## config.mk

```make
export PLATFORM = sky130hd
export DESIGN_NAME = ima_adpcm_block_decoder_unit
export DESIGN_NICKNAME = d
export VERILOG_FILES = /design/src/rtl/ima_pkg.sv /design/src/rtl/ima_front.sv /design/src/rtl/ima_queue.sv /design/src/rtl/ima_back.sv /design/src/rtl/ima_adpcm_block_decoder_unit.sv
export SDC_FILE = /design/constraint.sdc
export NUM_CORES = 1
export LEC_CHECK = 0
export ABC_AREA = 1
export BUFFER_PORTS_ARGS = -buffer_cell sky130_fd_sc_hd__buf_4
export CAP_MARGIN = 20
export CORE_ASPECT_RATIO = 0.5
export CORE_MARGIN = 8
export CORE_UTILIZATION = 40
export CTS_BUF_LIST = sky130_fd_sc_hd__clkbuf_4 sky130_fd_sc_hd__clkbuf_8
export DETAILED_ROUTE_END_ITERATION = 12
export SLEW_MARGIN = 20
export SYNTH_ARGS = -nofsm -noshare
export SYNTH_HDL_FRONTEND = slang
export SYNTH_SLANG_ARGS = --single-unit
export TNS_END_PERCENT = 1
```

## constraint.sdc

```tcl
create_clock -name clk -period 9.1 [get_ports clk]
set_input_delay 0.455 -clock clk [delete_from_list [all_inputs] [get_ports clk]]
set_output_delay 0.455 -clock clk [all_outputs]
set_load 0.01 [all_outputs]
```

## src/rtl/ima_pkg.sv

```systemverilog
// Shared types, command codes and the step table for the IMA ADPCM block decoder.
`default_nettype none
package ima_pkg;

  localparam int STEP_MAX = 88;

  localparam logic [15:0] LIMIT_RESET = 16'hFFFF;

  // Header position codes
  localparam logic [2:0] HDR_LO   = 3'd0;
  localparam logic [2:0] HDR_HI   = 3'd1;
  localparam logic [2:0] HDR_STEP = 3'd2;
  localparam logic [2:0] HDR_PAD  = 3'd3;
  localparam logic [2:0] HDR_DATA = 3'd4;

  // Command codes from front to back
  localparam logic [1:0] CMD_PRED = 2'd0;
  localparam logic [1:0] CMD_STEP = 2'd1;
  localparam logic [1:0] CMD_EMIT = 2'd2;
  localparam logic [1:0] CMD_DEC  = 2'd3;

  typedef struct packed {
    logic [1:0]  op;
    logic [15:0] data;  // predictor, step index or packed byte, low-aligned
    logic        two;   // decode both nibbles
  } cmd_t;

  typedef struct packed {
    logic valid;
    cmd_t cmd;
  } head_t;

  localparam logic [14:0] STEP_TABLE [0:88] = '{
    15'd7, 15'd8, 15'd9, 15'd10, 15'd11, 15'd12, 15'd13, 15'd14, 15'd16, 15'd17,
    15'd19, 15'd21, 15'd23, 15'd25, 15'd28, 15'd31, 15'd34, 15'd37, 15'd41, 15'd45,
    15'd50, 15'd55, 15'd60, 15'd66, 15'd73, 15'd80, 15'd88, 15'd97, 15'd107, 15'd118,
    15'd130, 15'd143, 15'd157, 15'd173, 15'd190, 15'd209, 15'd230, 15'd253, 15'd279,
    15'd307, 15'd337, 15'd371, 15'd408, 15'd449, 15'd494, 15'd544, 15'd598, 15'd658,
    15'd724, 15'd796, 15'd876, 15'd963, 15'd1060, 15'd1166, 15'd1282, 15'd1411,
    15'd1552, 15'd1707, 15'd1878, 15'd2066, 15'd2272, 15'd2499, 15'd2749, 15'd3024,
    15'd3327, 15'd3660, 15'd4026, 15'd4428, 15'd4871, 15'd5358, 15'd5894, 15'd6484,
    15'd7132, 15'd7845, 15'd8630, 15'd9493, 15'd10442, 15'd11487, 15'd12635, 15'd13899,
    15'd15289, 15'd16818, 15'd18500, 15'd20350, 15'd22385, 15'd24623, 15'd27086,
    15'd29794, 15'd32767
  };

  localparam logic signed [4:0] INDEX_ADJ [0:7] = '{
    -5'sd1, -5'sd1, -5'sd1, -5'sd1, 5'sd2, 5'sd4, 5'sd6, 5'sd8
  };

endpackage
`default_nettype wire

```

## src/rtl/ima_front.sv

```systemverilog
// Front end: parses header bytes, tracks the sample budget and issues commands.
`default_nettype none
module ima_front #(
  parameter int COUNT_WIDTH = 16
) (
  input  wire logic         clk,
  input  wire logic         rst_n,
  input  wire logic         cfg_we,
  input  wire logic [15:0]  cfg_wdata,
  input  wire logic         in_valid,
  input  wire logic         in_stall,
  input  wire logic [7:0]   in_data_byte,
  input  wire logic         in_block_start,
  output ima_pkg::cmd_t     push_cmd,
  output logic              push
);

  localparam int CMPW = (COUNT_WIDTH > 16) ? COUNT_WIDTH : 16;

  logic [15:0]            limit_r;
  logic [2:0]             hdr_pos_r, hdr_pos_nxt;
  logic [7:0]             low_byte_r, low_byte_nxt;
  logic [COUNT_WIDTH-1:0] cnt_r, cnt_nxt;
  logic [COUNT_WIDTH-1:0] cnt_inc1, cnt_inc2;
  logic [CMPW-1:0]        lim_ext, cnt0_ext, cnt1_ext;
  logic                   full0, full1;
  logic [2:0]             pos;
  logic                   accept;

  assign accept   = in_valid && !in_stall;
  assign pos      = in_block_start ? ima_pkg::HDR_LO : hdr_pos_r;
  assign cnt_inc1 = (cnt_r == '1) ? cnt_r : cnt_r + 1'b1;
  assign cnt_inc2 = (cnt_inc1 == '1) ? cnt_inc1 : cnt_inc1 + 1'b1;
  assign lim_ext  = CMPW'(limit_r);
  assign cnt0_ext = CMPW'(cnt_r);
  assign cnt1_ext = CMPW'(cnt_inc1);
  assign full0    = cnt0_ext >= lim_ext;
  assign full1    = cnt1_ext >= lim_ext;

  always_comb begin
    hdr_pos_nxt   = hdr_pos_r;
    low_byte_nxt  = low_byte_r;
    cnt_nxt       = cnt_r;
    push          = 1'b0;
    push_cmd.op   = ima_pkg::CMD_DEC;
    push_cmd.data = {8'd0, in_data_byte};
    push_cmd.two  = 1'b0;
    if (accept) begin
      case (pos)
        ima_pkg::HDR_LO: begin
          low_byte_nxt = in_data_byte;
          cnt_nxt      = '0;
          hdr_pos_nxt  = ima_pkg::HDR_HI;
        end
        ima_pkg::HDR_HI: begin
          push          = 1'b1;
          push_cmd.op   = ima_pkg::CMD_PRED;
          push_cmd.data = {in_data_byte, low_byte_r};
          hdr_pos_nxt   = ima_pkg::HDR_STEP;
        end
        ima_pkg::HDR_STEP: begin
          push        = 1'b1;
          push_cmd.op = ima_pkg::CMD_STEP;
          // clamp the step index to the table
          if (in_data_byte > 8'(ima_pkg::STEP_MAX)) begin
            push_cmd.data = 16'(ima_pkg::STEP_MAX);
          end
          hdr_pos_nxt = ima_pkg::HDR_PAD;
        end
        ima_pkg::HDR_PAD: begin
          hdr_pos_nxt = ima_pkg::HDR_DATA;
          if (!full0) begin
            push        = 1'b1;
            push_cmd.op = ima_pkg::CMD_EMIT;
            cnt_nxt     = cnt_inc1;
          end
        end
        default: begin
          hdr_pos_nxt = ima_pkg::HDR_DATA;
          // drop the byte once the budget is spent
          if (!full0) begin
            push         = 1'b1;
            push_cmd.op  = ima_pkg::CMD_DEC;
            push_cmd.two = !full1;
            cnt_nxt      = full1 ? cnt_inc1 : cnt_inc2;
          end
        end
      endcase
    end
  end

  always_ff @(posedge clk) begin
    if (!rst_n) begin
      limit_r    <= ima_pkg::LIMIT_RESET;
      hdr_pos_r  <= ima_pkg::HDR_LO;
      low_byte_r <= 8'd0;
      cnt_r      <= '0;
    end else begin
      if (cfg_we) begin
        limit_r <= cfg_wdata;
      end
      hdr_pos_r  <= hdr_pos_nxt;
      low_byte_r <= low_byte_nxt;
      cnt_r      <= cnt_nxt;
    end
  end

endmodule
`default_nettype wire

```

## src/rtl/ima_queue.sv

```systemverilog
// Two-entry command queue between the front and back ends.
`default_nettype none
module ima_queue (
  input  wire logic          clk,
  input  wire logic          rst_n,
  input  wire logic          push,
  input  wire ima_pkg::cmd_t push_cmd,
  input  wire logic          pop,
  output ima_pkg::head_t     head,
  output logic               full
);

  ima_pkg::cmd_t mem_r [0:1];
  logic          wr_ptr_r;
  logic          rd_ptr_r;
  logic [1:0]    cnt_r;

  assign full       = cnt_r == 2'd2;
  assign head.valid = cnt_r != 2'd0;
  assign head.cmd   = mem_r[rd_ptr_r];

  always_ff @(posedge clk) begin
    if (push) begin
      mem_r[wr_ptr_r] <= push_cmd;
    end
  end

  always_ff @(posedge clk) begin
    if (!rst_n) begin
      wr_ptr_r <= 1'b0;
      rd_ptr_r <= 1'b0;
      cnt_r    <= 2'd0;
    end else begin
      if (push) begin
        wr_ptr_r <= !wr_ptr_r;
      end
      if (pop) begin
        rd_ptr_r <= !rd_ptr_r;
      end
      cnt_r <= cnt_r + {1'b0, push} - {1'b0, pop};
    end
  end

  a_no_overflow: assert property (@(posedge clk) disable iff (!rst_n)
    full |-> !push) else $error("queue written while full");
  a_no_underflow: assert property (@(posedge clk) disable iff (!rst_n)
    pop |-> head.valid) else $error("queue read while empty");
  a_count_bound: assert property (@(posedge clk) disable iff (!rst_n)
    cnt_r <= 2'd2) else $error("queue count out of range");

endmodule
`default_nettype wire

```

## src/rtl/ima_back.sv

```systemverilog
// Back end: holds predictor and step index, decodes one nibble per cycle while the output is not stalled.
`default_nettype none
module ima_back (
  input  wire logic           clk,
  input  wire logic           rst_n,
  input  wire ima_pkg::head_t head,
  output logic                pop,
  output logic                out_valid,
  input  wire logic           out_stall,
  output logic signed [15:0]  out_sample,
  output logic                out_last_of_item
);

  logic signed [15:0] pred_r;
  logic [6:0]         step_r;
  logic               half_r;
  logic               out_valid_r;
  logic signed [15:0] sample_r;
  logic               last_r;

  logic               can_go;
  logic [3:0]         code;
  logic [14:0]        step_size;
  logic [16:0]        diff;
  logic signed [17:0] sum;
  logic signed [15:0] sat;
  logic signed [8:0]  idx_sum;
  logic [6:0]         idx_nxt;
  logic               is_last;
  logic               fire;

  assign can_go    = !out_valid_r || !out_stall;
  assign code      = half_r ? head.cmd.data[7:4] : head.cmd.data[3:0];
  assign step_size = ima_pkg::STEP_TABLE[step_r];
  assign is_last   = half_r || !head.cmd.two;

  always_comb begin
    diff = 17'(step_size >> 3);
    if (code[0]) diff = diff + 17'(step_size >> 2);
    if (code[1]) diff = diff + 17'(step_size >> 1);
    if (code[2]) diff = diff + 17'(step_size);
    if (code[3]) begin
      sum = 18'(pred_r) - $signed({1'b0, diff});
    end else begin
      sum = 18'(pred_r) + $signed({1'b0, diff});
    end
    if (sum > 18'sd32767) begin
      sat = 16'sh7FFF;
    end else if (sum < -18'sd32768) begin
      sat = -16'sh8000;
    end else begin
      sat = sum[15:0];
    end
    idx_sum = $signed({2'b00, step_r}) + 9'(ima_pkg::INDEX_ADJ[code[2:0]]);
    if (idx_sum < 9'sd0) begin
      idx_nxt = 7'd0;
    end else if (idx_sum > 9'(ima_pkg::STEP_MAX)) begin
      idx_nxt = 7'(ima_pkg::STEP_MAX);
    end else begin
      idx_nxt = idx_sum[6:0];
    end
  end

  always_comb begin
    pop  = 1'b0;
    fire = 1'b0;
    if (head.valid) begin
      case (head.cmd.op)
        ima_pkg::CMD_PRED: pop = 1'b1;
        ima_pkg::CMD_STEP: pop = 1'b1;
        ima_pkg::CMD_EMIT: begin
          fire = can_go;
          pop  = can_go;
        end
        ima_pkg::CMD_DEC: begin
          fire = can_go;
          pop  = can_go && is_last;
        end
        default: pop = 1'b1;
      endcase
    end
  end

  always_ff @(posedge clk) begin
    if (fire) begin
      if (head.cmd.op == ima_pkg::CMD_EMIT) begin
        sample_r <= pred_r;
        last_r   <= 1'b1;
      end else begin
        sample_r <= sat;
        last_r   <= is_last;
      end
    end
  end

  always_ff @(posedge clk) begin
    if (!rst_n) begin
      pred_r      <= 16'sd0;
      step_r      <= 7'd0;
      half_r      <= 1'b0;
      out_valid_r <= 1'b0;
    end else begin
      if (fire) begin
        out_valid_r <= 1'b1;
      end else if (!out_stall) begin
        out_valid_r <= 1'b0;
      end
      if (head.valid) begin
        case (head.cmd.op)
          ima_pkg::CMD_PRED: pred_r <= head.cmd.data;
          ima_pkg::CMD_STEP: step_r <= head.cmd.data[6:0];
          ima_pkg::CMD_DEC: begin
            if (fire) begin
              pred_r <= sat;
              step_r <= idx_nxt;
              half_r <= !is_last;
            end
          end
          default: begin
          end
        endcase
      end
    end
  end

  assign out_valid        = out_valid_r;
  assign out_sample       = sample_r;
  assign out_last_of_item = last_r;

  a_step_bound: assert property (@(posedge clk) disable iff (!rst_n)
    step_r <= 7'(ima_pkg::STEP_MAX)) else $error("step index past table end");
  a_half_cmd: assert property (@(posedge clk) disable iff (!rst_n)
    half_r |-> (head.valid && head.cmd.op == ima_pkg::CMD_DEC && head.cmd.two))
    else $error("high nibble pending without a two-nibble command");
  a_half_set: assert property (@(posedge clk) disable iff (!rst_n)
    (fire && head.cmd.op == ima_pkg::CMD_DEC && head.cmd.two && !half_r) |=> half_r)
    else $error("high nibble not scheduled after low nibble");

endmodule
`default_nettype wire

```

## src/rtl/ima_adpcm_block_decoder_unit.sv

```systemverilog
// Top level of the byte-serial IMA ADPCM block decoder.
//
//  channel  | ports                                      | direction
//  ---------+--------------------------------------------+----------
//  input    | in_valid, in_stall, in_data_byte,          | in
//           | in_block_start                             |
//  result   | out_valid, out_stall, out_sample,          | out
//           | out_last_of_item                           |
//  config   | cfg_we, cfg_wdata (sample_limit)           | in
//
// In the back end a data byte goes through the step table and saturating adder one
// nibble per cycle while not stalled; header bytes issue one command or none.
// A two-entry command queue separates byte parsing from decoding.
// Reset is synchronous, active low; sample_limit resets to 65535.
// in_stall rises only when the command queue is full; the result register
// accepts a new sample in the same cycle the held one transfers.
`default_nettype none
module ima_adpcm_block_decoder_unit #(
  parameter int COUNT_WIDTH = 16
) (
  input  wire logic               clk,
  input  wire logic               rst_n,
  input  wire logic               cfg_we,
  input  wire logic [15:0]        cfg_wdata,
  input  wire logic               in_valid,
  output logic                    in_stall,
  input  wire logic [7:0]         in_data_byte,
  input  wire logic               in_block_start,
  output logic                    out_valid,
  input  wire logic               out_stall,
  output logic signed [15:0]      out_sample,
  output logic                    out_last_of_item
);

  ima_pkg::cmd_t  push_cmd;
  ima_pkg::head_t head;
  logic           push;
  logic           pop;
  logic           full;

  assign in_stall = full;

  ima_front #(
    .COUNT_WIDTH(COUNT_WIDTH)
  ) u_front (
    .clk           (clk),
    .rst_n         (rst_n),
    .cfg_we        (cfg_we),
    .cfg_wdata     (cfg_wdata),
    .in_valid      (in_valid),
    .in_stall      (full),
    .in_data_byte  (in_data_byte),
    .in_block_start(in_block_start),
    .push_cmd      (push_cmd),
    .push          (push)
  );

  ima_queue u_queue (
    .clk     (clk),
    .rst_n   (rst_n),
    .push    (push),
    .push_cmd(push_cmd),
    .pop     (pop),
    .head    (head),
    .full    (full)
  );

  ima_back u_back (
    .clk             (clk),
    .rst_n           (rst_n),
    .head            (head),
    .pop             (pop),
    .out_valid       (out_valid),
    .out_stall       (out_stall),
    .out_sample      (out_sample),
    .out_last_of_item(out_last_of_item)
  );

endmodule
`default_nettype wire
```

==> flow_metrics.env <==
export IMPL_run_status="complete, no violations"
export IMPL_grt_overflow_total=0
export IMPL_top_area_cell_type_share_of_the_netlist_area=0.143
export IMPL_vias_per_cell=5.27
export IMPL_fp_row_count=47
export IMPL_non_filler_cell_area_final_um2=14500
export IMPL_crit_end="u_back.pred_r[14]"
export IMPL_die_area_um2=39300
export IMPL_syn_instance_count=1980
export IMPL_placed_instance_area_um2=14000
export IMPL_seq_area_frac_synth=0.237
export IMPL_seq_area_um2=3120
export IMPL_place_worst_setup_slack_ns=0.233
export IMPL_critical_path_endpoint_type="flop"
export IMPL_multi_input_comb_area_um2=8910
export IMPL_number_of_enable_flip_flop_cells_after_synthesis=55
export IMPL_drive_gt1_frac=0.118
export IMPL_antenna_cells=0
export IMPL_worstSetupPathType="reg -> reg"
export IMPL_arrival_ns=8.64
export IMPL_syn_num_nets=2132
export IMPL_mostFrequentLayoutCells="nand2_1, inv_1, a21oi_1, nand3_1, nor2_1"
export IMPL_gpl_final_weighted_congestion=0.985
export IMPL_dr_pass1_iters=7
export IMPL_fin_ws_ns=0.769
export IMPL_routed_wire_length_per_instance_um=15.4
export IMPL_drt_initial_drc_count=958
export IMPL_required_ns=9.41
export IMPL_num_nets_final=2171
export IMPL_final_fill_count=3415
export IMPL_max_freq_ghz=0.120
export IMPL_layout_area_overhead_vs_synth_pct=9.92
export IMPL_worstSetupStartpoint="u_back.step_r[1]"
export IMPL_netlist_top_cell_by_area="nand2_1"
export IMPL_maximum_fanout_encountered_on_the_critical_timing_path=17
export IMPL_maximum_number_of_pins_on_one_net_before_global_route_repair=38
export IMPL_start_util=0.402
export IMPL_layout_worst_path_cycle_share=0.915
export IMPL_cell_repeated_most_along_the_worst_path="nand2_1"
export IMPL_final_min_clock_period_ns=8.33
export IMPL_worst_r2r_endpoint="u_back.pred_r[14]"
export IMPL_cts_root_buffer="clkbuf_8"
export IMPL_routed_wl_mm=38.0
export IMPL_tritoncts_num_buffers=17
export IMPL_regToRegStartpoint="u_back.step_r[1]"
export IMPL_post_route_drc_violation_count=0
export IMPL_clock_insertion_delay_worst_skew_ns=0.44
export IMPL_synthFlopType="dfxtp_1"
export IMPL_final_worst_clock_skew_ns=0.0123
export IMPL_finalHoldViolations=0
export IMPL_setup_worst_path_start_class="flop"
export IMPL_htree_levels=4
export IMPL_clkSinkCount=128
export IMPL_drv_slew=0
export IMPL_global_route_wire_length_before_repair_mm=62.1
export IMPL_cts_tree="built"
export IMPL_grt_antenna_before_repair=0
export IMPL_mostFrequentLayoutCell="nand2_1"
export IMPL_core_area_um2=32700
export IMPL_post_cts_setup_buffer_count=0
export IMPL_num_vias=13000
export IMPL_synthArstFlopShare=0
export IMPL_postRouteAntennaNets=0
export IMPL_ctsLongestPathBuffers=2
export IMPL_final_setup_viol_count=0
export IMPL_yosysWarnings=0
export IMPL_synth_cell_types=66
export IMPL_cp_slowest_stage_delay_ns=0.43
export IMPL_holdCritPathClass="in -> reg"
export IMPL_grt_pass1_vias=12400
export IMPL_rr_worst_depth=53
export IMPL_die_width_um=272
export IMPL_worstMarginPinSlew_ns=0.958
export IMPL_clock_transition_time_at_the_flip_flop_clock_pins_of_the_worst_setup_and_hold_paths_ns=0.09
export IMPL_timing_max_slew_rel_slack=0.360
export IMPL_postSynthAreaPerCell_um2=6.64
export IMPL_regToRegSetupSlack_ns=0.77
export IMPL_worst_path_max_delay_cell="ha_1"
export IMPL_synthesis_area_um2=13100
export IMPL_io_buffers=48
export IMPL_place_hpwl_mm=29.8
export IMPL_ys_top_cells_by_area="nand2_1, edfxtp_1, ha_1"
export IMPL_timing_max_cap_violations=0
export IMPL_gr_usage_all_layers=0.192
export IMPL_die_height_um=144
export IMPL_postSynthRegisterBits=128
export IMPL_floorplan_io_pins=49
[worst min path at each step]
stage | from | end | slack (ns) | cells after the start
final | cfg_wdata[5] | u_front.lim_ext[5] | 0.23 | 3
after global routing | cfg_wdata[4] | u_front.lim_ext[4] | 0.21 | 3
after CTS | cfg_wdata[8] | u_front.lim_ext[8] | 0.20 | 3
after detailed placement | u_queue.rd_ptr_r | flop | 0.44 | 1
after global placement | u_queue.rd_ptr_r | u_queue.rd_ptr_r | 0.44 | 1
after floorplan | u_queue.rd_ptr_r | flop | 0.43 | 1
[through the flow]
stage	utilization	hold WS, ns	cells	TNS (ns)
6_report	0.442	0.229	2473	0
5_1_grt	0.442	0.208	2473	-0.339
4_1_cts	0.438	0.201	2472	0
3_5_place_dp	0.427	0.442	2440	0
3_3_place_gp	0.427	0.439	2440	0
2_1_floorplan	-	0.426	1980	0
[cells in the mapped netlist (all sizes together) (6+ instances only)]
cell	count
inv	236
o211ai	9
a31oi	28
and2	7
nor4	9
nor3	29
o21bai	7
nand3	179
nor2	158
a21o	6
a21oi	187
a21boi	6
ha	117
nand2	531
edfxtp	55
dfxtp	73
xor2	49
clkbuf	23
nand4	20
or2	14
nand3b	9
buf	32
o31ai	10
o21ai	133
xnor2	13
[per-layer routing]
metal  vias up  wire length [µm]  track usage
li1       6738                 -            -
met1      5868             17200        0.238
met2       361             18100        0.339
met3        76              1590       0.0269
met4         0              1090       0.0678
met5         -                 0            0
[cell type report]
cell class	count	area share
clock buffer	17	0.0162
multi-input combinational	1558	0.616
clock inverter	15	0.00822
timing repair buffer	75	0.0421
tap	441	0.0382
sequential	128	0.216
inverter	239	0.0633
[worst max-delay path: cells and delay by family, from the launching register on]
| kind | cells | cell delay (ns) |
|---|---|---|
| xor gates and xnor gates | 2 | 0.33 |
| adders and majority gates | 5 | 1.76 |
| buffers and inverters | 4 | 0.47 |
| and+or+nand+nor | 39 | 4.76 |
| DFF | 1 | 0.38 |
| AOI/OAI and AO/OA | 3 | 0.50 |
[flip-flops by register name, summed over array words and instances (netlist names), 2 cells and up, named ones only]
signal	count
u_back.out_sample	16
u_back.pred_r	16
u_back.step_r	7
u_front.cnt0_ext	16
u_front.hdr_pos_r	3
u_front.lim_ext	16
u_front.low_byte_r	8
u_queue.cnt_r	2
u_queue.mem_r	38
[what timing repair did]
action                                  in CTS  in global routing
endpoints found under the setup margin       0                 32
gates resized for setup                      0                 31
hold buffers                                 0                  0
[kinds of logic (layout without fill, tap and decap cells)]
family | after synthesis | in the layout | synth area share
DFF | 128 | 128 | 0.237
xor gates and xnor gates | 62 | 62 | 0.0413
buffers and inverters | 294 | 346 | 0.0950
adders and majority gates | 122 | 122 | 0.119
and+or+nand+nor | 960 | 960 | 0.325
muxes | 5 | 5 | 0.00381
AOI/OAI and AO/OA | 409 | 409 | 0.179
Power is left out: the tool's default activity adds up to more than one toggle a clock period on the data nets, which glitch-free logic cannot reach.
